<file path="src/hdl/cci_pkg.sv">
`default_nettype none

package cci_pkg;

  // Field width of every coordinate, radius and distance
  localparam int FW       = 16;
  // Quotient magnitude bits; larger magnitudes clamp to 2**QW
  localparam int QW       = 17;
  // Signed quotient width (clamped magnitude plus sign)
  localparam int QOW      = QW + 2;
  // Divider numerator (signed) and working remainder widths
  localparam int NW       = 39;
  localparam int MW       = 40;
  // Divider divisor width
  localparam int DW       = 17;
  // Divider latency: entry stage, one stage per quotient bit, output stage
  localparam int DIV_LAT  = QW + 2;
  // Square root: radicand width, result bits, remainder width
  localparam int RAD_W    = 32;
  localparam int SQ_STEPS = 16;
  localparam int SQ_RW    = 20;

  // Geometry carried beside the arithmetic
  typedef struct packed {
    logic signed [FW-1:0] ax;
    logic signed [FW-1:0] ay;
    logic signed [FW:0]   dx;
    logic signed [FW:0]   dy;
    logic [FW-1:0]        d;
    logic                 miss;
  } geo_t;

  // Geometry plus the squared first radius, alongside the chord divide
  typedef struct packed {
    geo_t            geo;
    logic [RAD_W-1:0] ra2;
  } chord_side_t;

  // Geometry plus the chord foot, alongside the square root
  typedef struct packed {
    geo_t                  geo;
    logic signed [QOW-1:0] a;
  } root_side_t;

  // Centre and miss flag, alongside the offset divides
  typedef struct packed {
    logic signed [FW-1:0] ax;
    logic signed [FW-1:0] ay;
    logic                 miss;
  } out_side_t;

  // One square root stage
  typedef struct packed {
    logic [RAD_W-1:0]    rad;
    logic [SQ_RW-1:0]    rem;
    logic [SQ_STEPS-1:0] root;
  } sq_stage_t;

  // One divider stage
  typedef struct packed {
    logic [MW-1:0] rem;
    logic [DW-1:0] den;
    logic [QW-1:0] quo;
    logic          neg;
    logic          ovf;
  } div_stage_t;

  // Clamp a widened coordinate to the signed field range
  function automatic logic signed [FW-1:0] sat16(input logic signed [FW+3:0] v);
    logic signed [FW+3:0] hi;
    logic signed [FW+3:0] lo;
    hi = (FW+4)'(32767);
    lo = -(FW+4)'(32768);
    if (v > hi) begin
      sat16 = FW'(hi);
    end else if (v < lo) begin
      sat16 = FW'(lo);
    end else begin
      sat16 = v[FW-1:0];
    end
  endfunction

endpackage

`default_nettype wire

</file>
<file path="src/hdl/cci_div.sv">
`default_nettype none

module cci_div (
  input  wire logic                           clk,
  input  wire logic signed [cci_pkg::NW-1:0]  num,
  input  wire logic [cci_pkg::DW-1:0]         den,
  output logic signed [cci_pkg::QOW-1:0]      quo
);

  cci_pkg::div_stage_t st_r   [cci_pkg::QW+1];
  cci_pkg::div_stage_t st_nxt [cci_pkg::QW+1];

  logic signed [cci_pkg::MW-1:0] num_ext;
  logic [cci_pkg::MW-1:0]        mag;
  logic [cci_pkg::QW:0]          qmag;
  logic signed [cci_pkg::QOW-1:0] quo_nxt;

  // Take magnitude, add half the divisor for rounding, flag clamped quotients
  always_comb begin
    num_ext = cci_pkg::MW'(num);
    mag = num_ext[cci_pkg::MW-1] ? cci_pkg::MW'(-num_ext) : cci_pkg::MW'(num_ext);
    st_nxt[0].rem = mag + cci_pkg::MW'(den >> 1);
    st_nxt[0].den = den;
    st_nxt[0].quo = '0;
    st_nxt[0].neg = num_ext[cci_pkg::MW-1];
    st_nxt[0].ovf = (st_nxt[0].rem >= (cci_pkg::MW'(den) << cci_pkg::QW));
  end

  // Restoring division, one quotient bit per stage, top bit first
  for (genvar k = 0; k < cci_pkg::QW; k++) begin : g_step
    logic [cci_pkg::MW-1:0] shd;
    always_comb begin
      shd = cci_pkg::MW'(st_r[k].den) << (cci_pkg::QW - 1 - k);
      st_nxt[k+1] = st_r[k];
      if (st_r[k].rem >= shd) begin
        st_nxt[k+1].rem = st_r[k].rem - shd;
        st_nxt[k+1].quo[cci_pkg::QW-1-k] = 1'b1;
      end
    end
  end

  // Clamp and restore sign
  always_comb begin
    qmag = st_r[cci_pkg::QW].ovf ? (cci_pkg::QW+1)'(1) << cci_pkg::QW
                                  : {1'b0, st_r[cci_pkg::QW].quo};
    quo_nxt = st_r[cci_pkg::QW].neg ? -cci_pkg::QOW'(qmag) : cci_pkg::QOW'(qmag);
  end

  // Advance the stages
  always_ff @(posedge clk) begin
    for (int i = 0; i <= cci_pkg::QW; i++) begin
      st_r[i] <= st_nxt[i];
    end
    quo <= quo_nxt;
  end

endmodule

`default_nettype wire

</file>
<file path="config.mk">
export PLATFORM = sky130hd
export DESIGN_NAME = cci_div
export DESIGN_NICKNAME = d
export VERILOG_FILES = /design/src/hdl/cci_pkg.sv /design/src/hdl/cci_div.sv
export SDC_FILE = /design/constraint.sdc
export NUM_CORES = 2
export LEC_CHECK = 0
export BUFFER_PORTS_ARGS = -buffer_cell sky130_fd_sc_hd__buf_4
export CORE_ASPECT_RATIO = 0.6
export CORE_MARGIN = 1.5
export CORE_UTILIZATION = 40
export DETAILED_ROUTE_END_ITERATION = 7
export PLACE_DENSITY_LB_ADDON = 0.08
export SYNTH_ARGS = -nofsm -noshare
export SYNTH_HDL_FRONTEND = slang
export SYNTH_SLANG_ARGS = --single-unit
</file>
<file path="constraint.sdc">
create_clock -name clk -period 10.7 [get_ports clk]
set_clock_uncertainty 0.15 [all_clocks]
set_input_delay 0.535 -clock clk [delete_from_list [all_inputs] [get_ports clk]]
set_output_delay 0.535 -clock clk [all_outputs]
set_load 0.05 [all_outputs]
</file>
==> results.toml <==
[outcome]
status = "completed"

[floorplanning]
num_rows = 99
dieArea_um2 = 125900
num_io_pins = 76
coreArea_um2 = 122100
initial_core_util = 0.4053
fp.dieH_um = 275.5
die_x_um = 457.2

[detailed_routing]
dr_wl_met3_um = 11220
wirelength_um = 137800
vias = 36700
detail-route-antenna-nets = 0
viasPerCell = 5.214
drt_iter0_drc = 2911
wl_met1_um = 82130
dr.max_layer_used = "met4"
drt_pass1_iterations = 5
drcViolationCount = 0
routedWlPerCell_um = 19.57
wl_met2_um = 42600

[cells_and_area]
final_cell_count_no_fill = 7040
fin_nets = 5731
utilization = 0.4571
layout-drive-gt1-share = 0.07099
fillers = 11630
area_delta_synth_final_pct = 12.77

[logic_synthesis]
synthArstFlopShare = 0
synth_top_area_cell = "dfxtp_1"
avgSynthCellArea_um2 = 9.501
ys_seq_elements = 1177
syn-instance-count = 5210
ys_seq_area_frac = 0.4760
yosys-top-cells-area = "dfxtp_1, ha_1, xnor2_1"
synth_common_cells = "dfxtp_1, inv_1, nand2_1, ha_1, o21ai_0"
synth.distinct_cells = 81
synth_ff_type = "dfxtp_1"
synth_fp_nets = 5609
synth_area_um2 = 49500
post-synth-top-count-cell = "dfxtp_1"
synth_top_area_share = 0.4760
yosys_warnings = 0
synth_edf_count = 0

[sta]
max_slew_margin = 0.08902
worst_slew_pin_slew_ns = 1.356
tns_ns = 0
hold_viol_final = 0
setup_violations = 0
slew_violations = 0
rsz0062_at_grt = "no"
max_freq_ghz = 0.1184
setup_ws_ns = 2.254
period_share = 0.7894
fin_crit_ns = 8.446

[global_routing]
antenna_found_initial = 10
track_usage = 0.2179
grt_pass1_wl_um = 213000
grt_overflow = 0
grt_pass1_vias = 34310
grt_max_degree = 47

[placement]
dp_worst_setup_slack_ns = 2.332
io_buffers = 75
routabilityCongestion = 0.8971
dp_cells = 6816
hpwl_um = 108500

[clock_network]
ctsHoldBuffers = 20
numCtsBuffers = 109
ctsRootBufferMaster = "clkbuf_16"
cts_resized = 0
clk_pin_slew_ns = 0.07
cts.sink_count = 1177
tritoncts = "yes"
cts-htree-levels = 3
postCtsSetupBuffers = 0
clock_latency_ns = 0.74
clockBufferDepth = 3

[setup_path]
startpoint = "num[0]"
cp-start-kind = "primary input"
crit_slowest_cell = "nor4_1"
end_kind = "flop"
worst-path-buf-inv = 3
crit_path_max_fanout = 11
reg2reg_from = "st_r[2][21]"
crit_path_max_incr_delay_ns = 0.72
crit_type = "in2reg"
rrSetupSlack_ns = 5.36
required_ns = 11.20
crit_family = "simple AND/OR/NAND/NOR gates"
arrival_ns = 8.94

[power]
irDropWorstVdd_v = 0.0001396
p_total_w = 0.01682
leakage_nw = 23.78
power_density_nw_per_um2 = 301.3

[hold_path]
worstHoldStart = "num[28]"
hold_path_class = "in2reg"

[run]
cap_violations = 0
stage by stage:
| stage | instance area (µm²) | hold WS (ns) |
|---|---|---|
| 6_report | 55820 | 0.08742 |
| 4_1_cts | 55810 | 0.01395 |
| 5_1_grt | 55820 | 0.07899 |
| 3_3_place_gp | 51830 | 0.1596 |
| 3_5_place_dp | 51830 | 0.1621 |
| 2_1_floorplan | 49500 | 0.1596 |
worst min-delay path, cell delays in order:
cell and delay [ns]:
buf_4 0.10, o21ai_0 0.10, nand2_1 0.09, xnor2_1 0.10
final timing paths:
kind                                    end  cells past startpoint
worst min-delay path            st_r[0][64]                      4
worst max register to register  st_r[3][67]                     12
worst max-delay path             st_r[0][0]                     28
worst min register to register   st_r[6][1]                      0
metal layers:
layer,track usage,vias up
met1,0.3844,17120
met5,0,-
met3,0.05747,137
met4,0.03640,0
met2,0.2413,1001
li1,-,18450
layout by cell type, fill, tap and decap left out, types with 71 or more instances in the layout:
cell / instances
nand3_1: 83
nand2_1: 387
a21o_1: 114
nor3_1: 151
xor2_1: 230
o21ai_0: 304
o31ai_1: 71
xnor2_1: 249
dfxtp_1: 1177
nor4_1: 109
a21oi_1: 274
or3_1: 77
inv_1: 434
buf_4: 90
nor2_1: 299
clkbuf_16: 109
ha_1: 325
sequential cells by signal, summed over array words and instances (netlist names):
signal / count
st_r: 1158
quo: 19
cells by family after synthesis:
family,Yosys count,share of synthesized area
other,1,0.00007575
flip-flops,1177,0.4760
buffers and inverters,537,0.04130
multiplexers,30,0.006799
adder cells (fa/ha/maj),342,0.08902
AO/OA/AOI/OAI,1086,0.1390
AND/OR/NAND/NOR,1558,0.1630
XOR/XNOR,479,0.08475
final cells by class:
| type | instances | area [µm²] | area share |
|---|---|---|---|
| diodes | 1 | 2.502 | 0.00004483 |
| clock buffers | 137 | 3033 | 0.05433 |
| clock inverters | 65 | 742.0 | 0.01329 |
| inverters | 436 | 1637 | 0.02932 |
| multi-input cells | 3496 | 23940 | 0.4288 |
| flip-flops and latches | 1177 | 23560 | 0.4221 |
| well taps | 1616 | 2022 | 0.03622 |
| repair buffers | 112 | 888.4 | 0.01591 |
power breakdown:
part / switching (W) / internal, W / total [W]
Clock: 0.00178 / 0.00228 / 0.00405
Combinational: 0.00341 / 0.00260 / 0.00601
Sequential: 0.00110 / 0.00566 / 0.00675
Total: 0.00628 / 0.0105 / 0.0168
No activity file was read; power rests on OpenSTA's default activity.
